$ cat config.mk
export PLATFORM = sky130hd
export DESIGN_NAME = circular_list_with_cursor_unit
export DESIGN_NICKNAME = d
export VERILOG_FILES = /design/src/rtl/clc_pkg.sv /design/src/rtl/circular_list_with_cursor_unit.sv /design/src/rtl/clc_datapath.sv
export SDC_FILE = /design/constraint.sdc
export NUM_CORES = 2
export LEC_CHECK = 0
export ABC_CLOCK_PERIOD_IN_PS = 4900
export BUFFER_PORTS_ARGS = -buffer_cell sky130_fd_sc_hd__buf_2
export CAP_MARGIN = 20
export CORE_MARGIN = 4
export CORE_UTILIZATION = 65
export CTS_BUF_LIST = sky130_fd_sc_hd__clkbuf_8
export DETAILED_ROUTE_END_ITERATION = 10
export PLACE_DENSITY_LB_ADDON = 0.2
export SYNTH_ARGS = -nofsm -noshare
export SYNTH_HDL_FRONTEND = slang
export SYNTH_SLANG_ARGS = --single-unit
$ cat constraint.sdc
create_clock -name clk -period 4.9 [get_ports clk]
set_input_delay 0.98 -clock clk [delete_from_list [all_inputs] [get_ports clk]]
set_output_delay 0.98 -clock clk [all_outputs]
set_load 0.01 [all_outputs]
$ cat src/rtl/clc_pkg.sv
`timescale 1ns / 1ps
`default_nettype none

package clc_pkg;

    typedef enum logic [2:0] {
        OP_INS_PREV,
        OP_INS_NEXT,
        OP_RM_PREV,
        OP_RM_NEXT,
        OP_RM_CUR,
        OP_LIST,
        OP_CLEAR
    } opcode_t;

    typedef enum logic [1:0] {
        STAT_OK,
        STAT_EMPTY,
        STAT_FULL,
        STAT_NONB
    } status_t;

    typedef enum logic [4:0] {
        ST_IDLE,
        ST_INS_A,
        ST_INS_B,
        ST_INS_C,
        ST_INS_F,
        ST_RN_A,
        ST_RN_B,
        ST_RN_C,
        ST_RC_A,
        ST_RC_B,
        ST_RC_L,
        ST_LS_A,
        ST_LS_B,
        ST_LS_C,
        ST_CLR,
        ST_E_OK,
        ST_E_FULL,
        ST_E_EMPTY,
        ST_E_NONB
    } step_t;

    typedef enum logic [2:0] {
        RA_NONE,
        RA_CUR,
        RA_SEL,
        RA_PRV,
        RA_NXT
    } rsel_t;

    typedef enum logic [2:0] {
        A_NONE,
        A_INS_PN,
        A_INS_E,
        A_FIRST,
        A_UNLINK,
        A_LONE,
        A_CLEAR
    } act_t;

    typedef enum logic [2:0] {
        C_NONE,
        C_EMPTY,
        C_SELF,
        C_LONE,
        C_MORE
    } cond_t;

    typedef struct packed {
        rsel_t   ra;
        logic    fs_pop;
        logic    ld_v;
        act_t    act;
        logic    mv_cur;
        logic    ls_start;
        logic    emit;
        status_t status;
        logic    dsel_val;
        logic    walk;
        cond_t   cond;
        logic    guard;
        step_t   target;
        logic    done;
    } cw_t;

    typedef struct packed {
        logic go;
        logic load;
        cw_t  cw;
    } ctl_t;

    typedef struct packed {
        logic full;
        logic empty;
        logic self_nb;
        logic lone;
        logic more;
        logic out_free;
    } flags_t;

    function automatic step_t entry(input logic [2:0] op, input logic full,
                                    input logic empty);
        step_t s;
        s = ST_E_OK;
        unique case (op) inside
            OP_INS_PREV, OP_INS_NEXT: s = full ? ST_E_FULL : ST_INS_A;
            OP_RM_PREV, OP_RM_NEXT:   s = empty ? ST_E_EMPTY : ST_RN_A;
            OP_RM_CUR:                s = empty ? ST_E_EMPTY : ST_RC_A;
            OP_LIST:                  s = empty ? ST_E_EMPTY : ST_LS_A;
            OP_CLEAR:                 s = ST_CLR;
            default:                  s = ST_E_OK;
        endcase
        return s;
    endfunction

    // Control store: one word per step. A taken jump with guard set skips the step's work.
    function automatic cw_t prog(input step_t s);
        cw_t c;
        c = '0;
        unique case (s)
            ST_INS_A: begin
                c.ra     = RA_CUR;
                c.fs_pop = 1'b1;
            end
            ST_INS_B: begin
                c.act    = A_INS_PN;
                c.cond   = C_EMPTY;
                c.guard  = 1'b1;
                c.target = ST_INS_F;
            end
            ST_INS_C: begin
                c.act  = A_INS_E;
                c.emit = 1'b1;
                c.done = 1'b1;
            end
            ST_INS_F: begin
                c.act  = A_FIRST;
                c.emit = 1'b1;
                c.done = 1'b1;
            end
            ST_RN_A: begin
                c.ra = RA_CUR;
            end
            ST_RN_B: begin
                c.ra     = RA_SEL;
                c.ld_v   = 1'b1;
                c.cond   = C_SELF;
                c.guard  = 1'b1;
                c.target = ST_E_NONB;
            end
            ST_RN_C: begin
                c.act      = A_UNLINK;
                c.emit     = 1'b1;
                c.dsel_val = 1'b1;
                c.done     = 1'b1;
            end
            ST_RC_A: begin
                c.ra   = RA_CUR;
                c.ld_v = 1'b1;
            end
            ST_RC_B: begin
                c.act      = A_UNLINK;
                c.mv_cur   = 1'b1;
                c.emit     = 1'b1;
                c.dsel_val = 1'b1;
                c.cond     = C_LONE;
                c.guard    = 1'b1;
                c.target   = ST_RC_L;
                c.done     = 1'b1;
            end
            ST_RC_L: begin
                c.act      = A_LONE;
                c.emit     = 1'b1;
                c.dsel_val = 1'b1;
                c.done     = 1'b1;
            end
            ST_LS_A: begin
                c.ra = RA_CUR;
            end
            ST_LS_B: begin
                c.ra       = RA_PRV;
                c.ls_start = 1'b1;
            end
            ST_LS_C: begin
                c.ra       = RA_NXT;
                c.emit     = 1'b1;
                c.dsel_val = 1'b1;
                c.walk     = 1'b1;
                c.cond     = C_MORE;
                c.target   = ST_LS_C;
                c.done     = 1'b1;
            end
            ST_CLR: begin
                c.act  = A_CLEAR;
                c.emit = 1'b1;
                c.done = 1'b1;
            end
            ST_E_OK: begin
                c.emit = 1'b1;
                c.done = 1'b1;
            end
            ST_E_FULL: begin
                c.emit   = 1'b1;
                c.status = STAT_FULL;
                c.done   = 1'b1;
            end
            ST_E_EMPTY: begin
                c.emit   = 1'b1;
                c.status = STAT_EMPTY;
                c.done   = 1'b1;
            end
            ST_E_NONB: begin
                c.emit   = 1'b1;
                c.status = STAT_NONB;
                c.done   = 1'b1;
            end
            default: ;
        endcase
        return c;
    endfunction

endpackage

`default_nettype wire

$ cat src/rtl/circular_list_with_cursor_unit.sv
// Channel   Dir  Signals                      Beat contents
// s         in   s_tvalid s_tready s_tdata    one operation: value, opcode in s_tuser
//                s_tuser
// m         out  m_tvalid m_tready m_tdata    one result: data_out, status, at_cursor,
//                m_tlast                      now_empty; m_tlast marks the final result
//
// One operation is taken in an idle cycle and then run by the step sequencer.
// Inserts run the INS steps, removes the RN or RC steps, and clear and error results
// are emitted straight from their entry step. A list walks the ring node by node, as
// the link memories have a single read port that the walk goes through.
// Reset is asynchronous and leaves an empty list with the full node pool free.
// A result waiting on m_tready stalls only the step that wants to emit the next one.
`timescale 1ns / 1ps
`default_nettype none

module circular_list_with_cursor_unit #(
    parameter int CAPACITY  = 32,
    parameter int DATA_BITS = 16
) (
    input  logic        clk,
    input  logic        rst_n,
    input  logic        s_tvalid,
    output logic        s_tready,
    input  logic [15:0] s_tdata,  // value[15:0]
    input  logic [2:0]  s_tuser,  // opcode[2:0]
    output logic        m_tvalid,
    input  logic        m_tready,
    output logic [23:0] m_tdata,  // data_out[15:0], status[17:16], at_cursor[18],
                                  // now_empty[19], zero[23:20]
    output logic        m_tlast
);

    clc_pkg::step_t  step_reg, step_next;
    clc_pkg::cw_t    cw;
    clc_pkg::ctl_t   ctl;
    clc_pkg::flags_t flags;
    logic            s_fire, taken, stall, go;

    assign cw       = clc_pkg::prog(step_reg);
    assign s_tready = (step_reg == clc_pkg::ST_IDLE);
    assign s_fire   = s_tvalid && s_tready;

    always_comb
    begin
        unique case (cw.cond)
            clc_pkg::C_EMPTY: taken = flags.empty;
            clc_pkg::C_SELF:  taken = flags.self_nb;
            clc_pkg::C_LONE:  taken = flags.lone;
            clc_pkg::C_MORE:  taken = flags.more;
            default:          taken = 1'b0;
        endcase
    end

    assign stall = cw.emit && !flags.out_free;
    assign go    = (step_reg != clc_pkg::ST_IDLE) && !stall && !(taken && cw.guard);

    always_comb
    begin
        if (s_fire)
        begin
            step_next = clc_pkg::entry(s_tuser, flags.full, flags.empty);
        end
        else if ((step_reg == clc_pkg::ST_IDLE) || stall)
        begin
            step_next = step_reg;
        end
        else if (taken)
        begin
            step_next = cw.target;
        end
        else if (cw.done)
        begin
            step_next = clc_pkg::ST_IDLE;
        end
        else
        begin
            step_next = clc_pkg::step_t'(step_reg + 5'd1);
        end
    end

    always_ff @(posedge clk or negedge rst_n)
    begin
        if (!rst_n)
        begin
            step_reg <= clc_pkg::ST_IDLE;
        end
        else
        begin
            step_reg <= step_next;
        end
    end

    assign ctl.go   = go;
    assign ctl.load = s_fire;
    assign ctl.cw   = cw;

    clc_datapath #(
        .CAPACITY  (CAPACITY),
        .DATA_BITS (DATA_BITS)
    ) u_datapath (
        .clk      (clk),
        .rst_n    (rst_n),
        .ctl      (ctl),
        .side     (s_tuser[0]),
        .value    (s_tdata),
        .flags    (flags),
        .m_tready (m_tready),
        .m_tvalid (m_tvalid),
        .m_tdata  (m_tdata),
        .m_tlast  (m_tlast)
    );

endmodule

`default_nettype wire

$ cat src/rtl/clc_datapath.sv
`timescale 1ns / 1ps
`default_nettype none

module clc_datapath #(
    parameter int CAPACITY  = 32,
    parameter int DATA_BITS = 16
) (
    input  logic            clk,
    input  logic            rst_n,
    input  clc_pkg::ctl_t   ctl,
    input  logic            side,
    input  logic [15:0]     value,
    output clc_pkg::flags_t flags,
    input  logic            m_tready,
    output logic            m_tvalid,
    output logic [23:0]     m_tdata,
    output logic            m_tlast
);

    localparam int IW = $clog2(CAPACITY);
    localparam int CW = $clog2(CAPACITY + 1);
    localparam logic [CW-1:0] FULL_CNT = CW'(CAPACITY);

    logic [DATA_BITS-1:0] val_mem [CAPACITY];
    logic [IW-1:0]        nxt_mem [CAPACITY];
    logic [IW-1:0]        prv_mem [CAPACITY];
    logic [IW-1:0]        fs_mem  [CAPACITY];

    logic [DATA_BITS-1:0] val_rd;
    logic [IW-1:0]        nxt_rd;
    logic [IW-1:0]        prv_rd;
    logic [IW-1:0]        fs_rd;
    logic                 fs_vld_rd;
    logic [IW-1:0]        fs_idx_rd;

    logic [IW-1:0]        cur_reg, cur_next;
    logic                 has_reg, has_next;
    logic [CW-1:0]        fcnt_reg, fcnt_next;
    logic [CAPACITY-1:0]  fs_vld_reg, fs_vld_next;
    logic                 out_vld_reg, out_vld_next;

    logic                 side_reg;
    logic [DATA_BITS-1:0] val_in_reg;
    logic [IW-1:0]        v_reg, e_reg, p_reg, n_reg, t_reg, start_reg;
    logic [15:0]          out_data_reg;
    clc_pkg::status_t     out_stat_reg;
    logic                 out_atc_reg, out_last_reg, out_empty_reg;

    clc_pkg::cw_t         cw;
    logic                 go;
    logic [IW-1:0]        fs_out, sel, ra_addr, pop_idx, rel_idx;
    logic [IW-1:0]        p_pn, n_pn;
    logic                 rd_en, pop_en, rel_en, emit_load;
    logic                 vl_we, nx_we, pv_we;
    logic [IW-1:0]        vl_wa, nx_wa, nx_wd, pv_wa, pv_wd;
    logic [DATA_BITS+15:0] in_wide, rd_wide;

    assign cw = ctl.cw;
    assign go = ctl.go;

    assign in_wide = {{DATA_BITS{1'b0}}, value};
    assign rd_wide = {16'b0, val_rd};

    assign fs_out  = fs_vld_rd ? fs_rd : fs_idx_rd;
    assign sel     = side_reg ? nxt_rd : prv_rd;
    assign p_pn    = side_reg ? cur_reg : prv_rd;
    assign n_pn    = side_reg ? nxt_rd : cur_reg;
    assign pop_idx = IW'(fcnt_reg - 1'b1);
    assign rel_idx = IW'(fcnt_reg);

    always_comb
    begin
        unique case (cw.ra)
            clc_pkg::RA_CUR: ra_addr = cur_reg;
            clc_pkg::RA_SEL: ra_addr = sel;
            clc_pkg::RA_PRV: ra_addr = prv_rd;
            clc_pkg::RA_NXT: ra_addr = nxt_rd;
            default:         ra_addr = cur_reg;
        endcase
    end

    assign rd_en     = go && (cw.ra != clc_pkg::RA_NONE);
    assign pop_en    = go && cw.fs_pop;
    assign rel_en    = go && ((cw.act == clc_pkg::A_UNLINK) || (cw.act == clc_pkg::A_LONE))
                       && (fcnt_reg < FULL_CNT);
    assign emit_load = go && cw.emit;

    always_comb
    begin
        vl_we = 1'b0;
        vl_wa = fs_out;
        nx_we = 1'b0;
        nx_wa = p_pn;
        nx_wd = fs_out;
        pv_we = 1'b0;
        pv_wa = n_pn;
        pv_wd = fs_out;
        if (go)
        begin
            unique case (cw.act)
                clc_pkg::A_INS_PN: begin
                    vl_we = 1'b1;
                    nx_we = 1'b1;
                    pv_we = 1'b1;
                end
                clc_pkg::A_INS_E: begin
                    nx_we = 1'b1;
                    nx_wa = e_reg;
                    nx_wd = n_reg;
                    pv_we = 1'b1;
                    pv_wa = e_reg;
                    pv_wd = p_reg;
                end
                clc_pkg::A_FIRST: begin
                    vl_we = 1'b1;
                    nx_we = 1'b1;
                    nx_wa = fs_out;
                    pv_we = 1'b1;
                    pv_wa = fs_out;
                end
                clc_pkg::A_UNLINK: begin
                    nx_we = 1'b1;
                    nx_wa = prv_rd;
                    nx_wd = nxt_rd;
                    pv_we = 1'b1;
                    pv_wa = nxt_rd;
                    pv_wd = prv_rd;
                end
                default: ;
            endcase
        end
    end

    always_comb
    begin
        cur_next    = cur_reg;
        has_next    = has_reg;
        fcnt_next   = fcnt_reg;
        fs_vld_next = fs_vld_reg;
        if (go)
        begin
            if (cw.mv_cur && (cw.act == clc_pkg::A_UNLINK))
            begin
                cur_next = prv_rd;
            end
            unique case (cw.act)
                clc_pkg::A_FIRST: begin
                    cur_next = fs_out;
                    has_next = 1'b1;
                end
                clc_pkg::A_LONE: begin
                    cur_next = '0;
                    has_next = 1'b0;
                end
                clc_pkg::A_CLEAR: begin
                    cur_next    = '0;
                    has_next    = 1'b0;
                    fcnt_next   = FULL_CNT;
                    fs_vld_next = '0;
                end
                default: ;
            endcase
            if (pop_en)
            begin
                fcnt_next = fcnt_reg - 1'b1;
            end
            if (rel_en)
            begin
                fcnt_next            = fcnt_reg + 1'b1;
                fs_vld_next[rel_idx] = 1'b1;
            end
        end
    end

    always_comb
    begin
        out_vld_next = out_vld_reg;
        if (emit_load)
        begin
            out_vld_next = 1'b1;
        end
        else if (m_tready)
        begin
            out_vld_next = 1'b0;
        end
    end

    always_ff @(posedge clk or negedge rst_n)
    begin
        if (!rst_n)
        begin
            cur_reg     <= '0;
            has_reg     <= 1'b0;
            fcnt_reg    <= FULL_CNT;
            fs_vld_reg  <= '0;
            out_vld_reg <= 1'b0;
        end
        else
        begin
            cur_reg     <= cur_next;
            has_reg     <= has_next;
            fcnt_reg    <= fcnt_next;
            fs_vld_reg  <= fs_vld_next;
            out_vld_reg <= out_vld_next;
        end
    end

    always_ff @(posedge clk)
    begin
        if (vl_we)
        begin
            val_mem[vl_wa] <= val_in_reg;
        end
        if (nx_we)
        begin
            nxt_mem[nx_wa] <= nx_wd;
        end
        if (pv_we)
        begin
            prv_mem[pv_wa] <= pv_wd;
        end
        if (rd_en)
        begin
            val_rd <= val_mem[ra_addr];
            nxt_rd <= nxt_mem[ra_addr];
            prv_rd <= prv_mem[ra_addr];
            t_reg  <= ra_addr;
            if (cw.ld_v)
            begin
                v_reg <= ra_addr;
            end
        end
        if (pop_en)
        begin
            fs_rd     <= fs_mem[pop_idx];
            fs_vld_rd <= fs_vld_reg[pop_idx];
            fs_idx_rd <= pop_idx;
        end
        if (rel_en)
        begin
            fs_mem[rel_idx] <= v_reg;
        end
    end

    always_ff @(posedge clk)
    begin
        if (ctl.load)
        begin
            side_reg   <= side;
            val_in_reg <= in_wide[DATA_BITS-1:0];
        end
        if (go && (cw.act == clc_pkg::A_INS_PN))
        begin
            e_reg <= fs_out;
            p_reg <= p_pn;
            n_reg <= n_pn;
        end
        if (go && cw.ls_start)
        begin
            start_reg <= prv_rd;
        end
        if (emit_load)
        begin
            out_data_reg  <= cw.dsel_val ? rd_wide[15:0] : 16'b0;
            out_stat_reg  <= cw.status;
            out_atc_reg   <= cw.walk && (t_reg == cur_reg);
            out_last_reg  <= cw.walk ? (nxt_rd == start_reg) : 1'b1;
            out_empty_reg <= !has_next;
        end
    end

    assign flags.full     = (fcnt_reg == '0);
    assign flags.empty    = !has_reg;
    assign flags.self_nb  = (sel == cur_reg);
    assign flags.lone     = (nxt_rd == cur_reg);
    assign flags.more     = (nxt_rd != start_reg);
    assign flags.out_free = !out_vld_reg || m_tready;

    assign m_tvalid = out_vld_reg;
    assign m_tdata  = {4'b0, out_empty_reg, out_atc_reg, out_stat_reg, out_data_reg};
    assign m_tlast  = out_last_reg;

endmodule

`default_nettype wire
==> impl_results.md <==
* Slew Viols, Final at 0
* Crit-path leading delay family: compound AO/OA/AOI/OAI gates
* Relative slew slack at 0.2344
* CP startpoint: step_reg[0]$_DFFE_PN0P_
* Initial antenna violation count at 4
* CTS sink count at 1147
* Met1 Usage GRT at 0.4504
* CTS tree: done
* Final Cell Area at 51630 sq um
* Area growth, synth to finish at 11.07%
* GR Util All Layers at 0.3033
* Number of fill cells at 4345
* Vert. Die Dim at 275.4 microns
* PwrDens at 675.3 nW/um^2
* Leading cell type by number of instances after synthesis: edfxtp_1
* GP Congestion at 0.9639
* Mapped Avg Cell Area at 14.72 sq um
* Htree depth at 4
* RSZ-0062 raised after global routing: false
* Worst setup path class: reg -> reg
* Reg-to-reg startpoint: step_reg[0]$_DFFE_PN0P_
* Arrival @ worst endpoint at 5.05 ns
* Tmin final at 4.547 ns
* Most used cell, CP: nor2_1
* Wire length per cell at 26.26 microns
* Startpoint types: flip-flop
* Final core utilization at 0.7321
* Most instantiated cells after synthesis: edfxtp_1 (1097), nand2_1 (514), nor2_1 (186), mux2i_1 (164), a21oi_1 (158)
* Distinct cells, synth at 79
* Max-cap viol count at 0
* Status: complete, no violations
* 1st-iter DRT viols at 4376
* Hold Buf Count CTS at 0
* Total Neg Setup Slack at 0 ns
* Largest Register: u_datapath.val_mem
* Pre-antenna DRT Iters at 8
* Cts bufs inserted at 172
* P_leak at 17.71 nW
* Most Crowded Layer GR: met1
* Synth top area cells: edfxtp_1 (71%), nand2_1 (4.2%), mux2i_1 (3.5%)
* Core Footprint at 70510 sq um
* Worst R2R Setup Slack at 0.35 ns
* Register area share after synthesis at 0.7356
* Endpoints failing hold at 0
* Max clock buf depth at 3
* Final antenna-violating net count at 0
* M2 GR Usage at 0.4504
* IO Count at 50
* Critical path depth in cells at 9
* CP peak stage delay at 0.72 ns
* Worst EP required at 5.40 ns
* Met3 Usage GRT at 0.07632
* Port Buffer Count at 45
* Initial core utilization at 0.6592
* Chip width at 275.4 microns
* Routed WL at 115000 microns
* Vias in the first global route at 27940
* Die area at 75850 sq um
* Max VDD drop at 644.6 uV
* #FFs+latches synth at 1147
* DP Cell Count at 4059
* Post-synth ARST share at 0.04359
* Worst Skew at 0.03893 ns
* Largest net degree at the start of global routing at 161
* Critical path's slowest cell: a21oi_1
* Row count at 97
* Area leader, netlist: edfxtp_1
* CP Cell Sequence: inv_1, ha_1, and3b_1, o21a_1, nand2_1, o22ai_1, nor2_1, a21oi_1, nor2_1
* Root Driver: clkbuf_8
* Slew @ Worst Pin at 1.148 ns
* Drt drc at 0
* Placed inst area at 48190 sq um
* Worst skew pair latency at 0.83 ns
* Cell count after synthesis at 3158
* Crit-path max FO at 17
* FMAX at 219.9 MHz
* Ys flop type: edfxtp_1
* DR vias at 28990
* Cell Count, Final, Fillers Out at 4378
* Final setup viols at 0
* Post-synth top area share at 0.7087
* Ys Warns at 0
* Worst-path clk slew at 0.06 ns
* Max reg flops at 512
* Worst hold path class: in -> async
* Crit end category: flip-flop
* Final net count at 3335
* Post-CTS setup repair buffer count at 0
* Reg2reg end: u_datapath.prv_mem[0][3]$_DFFE_PP_
* Post-synth EDFFs at 1097
* GR Overflow Total at 0
* First-pass GRT wire length at 169900 microns
* Post-CTS sizing at 0
* Worst Path Buf+Inv at 1
* Layout cells sized above 1 at 0.1446
* Post-Syn Area at 46480 sq um
* HPWL after DPL at 69250 microns
* Worst-case reg-to-reg path depth at 9
* Vias per cell at 6.622
* Tcrit/Tclk final at 0.9280
* Final Power at 34.86 mW
worst max path at each step:
| stage | slack, ns | endpoint |
|---|---|---|
| 5_1_grt | 0.24 | u_datapath.fs_mem[25][2]$_DFFE_PP_ |
| 3_3_place_gp | 0.64 | u_datapath.fs_mem[1][1]$_DFFE_PP_ |
| 6_report | 0.35 | u_datapath.prv_mem[0][3]$_DFFE_PP_ |
| 3_5_place_dp | 0.54 | u_datapath.fs_mem[25][2]$_DFFE_PP_ |
| 4_1_cts | 0.51 | u_datapath.fs_mem[25][1]$_DFFE_PP_ |
| 2_1_floorplan | 0.59 | u_datapath.nxt_rd[0]$_DFFE_PP_ |
stage by stage:
step                hold slack, ns  setup WS [ns]
finish                      0.2972         0.3526
global route                0.2791         0.2419
CTS                         0.2577         0.5116
detailed placement          0.4698         0.5421
global placement            0.4573         0.6432
floorplan                   0.4446         0.5899
layout by cell type, fill, tap and decap left out, types with 7 or more instances in the layout:
cell / instances
a21oi_1: 155
a221oi_1: 103
a22oi_1: 15
a32oi_1: 56
and2_1: 22
buf_12: 13
buf_16: 9
buf_2: 45
buf_4: 106
clkbuf_8: 179
clkinv_1: 45
clkinv_2: 10
dfrtp_1: 48
edfxtp_1: 1097
ha_1: 7
inv_1: 92
mux2_2: 7
mux2i_1: 164
mux4_2: 60
nand2_1: 514
nand2b_1: 7
nand3_1: 152
nand4_1: 59
nor2_1: 182
nor2b_1: 10
nor3_1: 22
nor4_1: 29
o21ai_0: 46
o21ai_1: 9
o22a_1: 7
o22ai_1: 7
o22ai_2: 10
xnor2_1: 10
worst reg2reg max path, cell delays in order, from the launching register on:
cell and delay (ns):
dfrtp_1 0.43, inv_1 0.10, ha_1 0.54, and3b_1 0.27
o21a_1 0.51, nand2_1 0.68, o22ai_1 0.58, nor2_1 0.10
a21oi_1 0.72, nor2_1 0.30
routing by layer:
metal | part of all wire | up-vias
li1 | - | 12470
met1 | 0.39 | 14440
met2 | 0.46 | 1838
met3 | 0.12 | 247
met4 | 0.026 | 0
met5 | 0 | -
area by class of cell:
class                   instances  area [sq um]  share of cell area
repair buffers                175          1559             0.03020
well taps                     940          1176             0.02278
flip-flops and latches       1147         34200              0.6624
clock buffers                 179          2464             0.04772
inverters                      39         153.9            0.002981
diodes                          2         5.005          0.00009694
clock inverters               127         691.9             0.01340
multi-input cells            1769         11380              0.2204
cells by family after synthesis:
kind of cell	synth area share
buf+inv	0.02275
xor+xnor	0.003015
mux	0.06608
simple gates	0.09844
other cells	0.00008068
fa+ha+maj	0.002154
compound gates	0.07184
flops	0.7356
power breakdown:
group | total, mW | switching, mW | internal, mW
Sequential | 13.6 | 0.746 | 12.8
Combinational | 14.1 | 9.53 | 4.52
Clock | 7.21 | 3.59 | 3.62
Note: power is estimated with default switching activity, not from simulation.
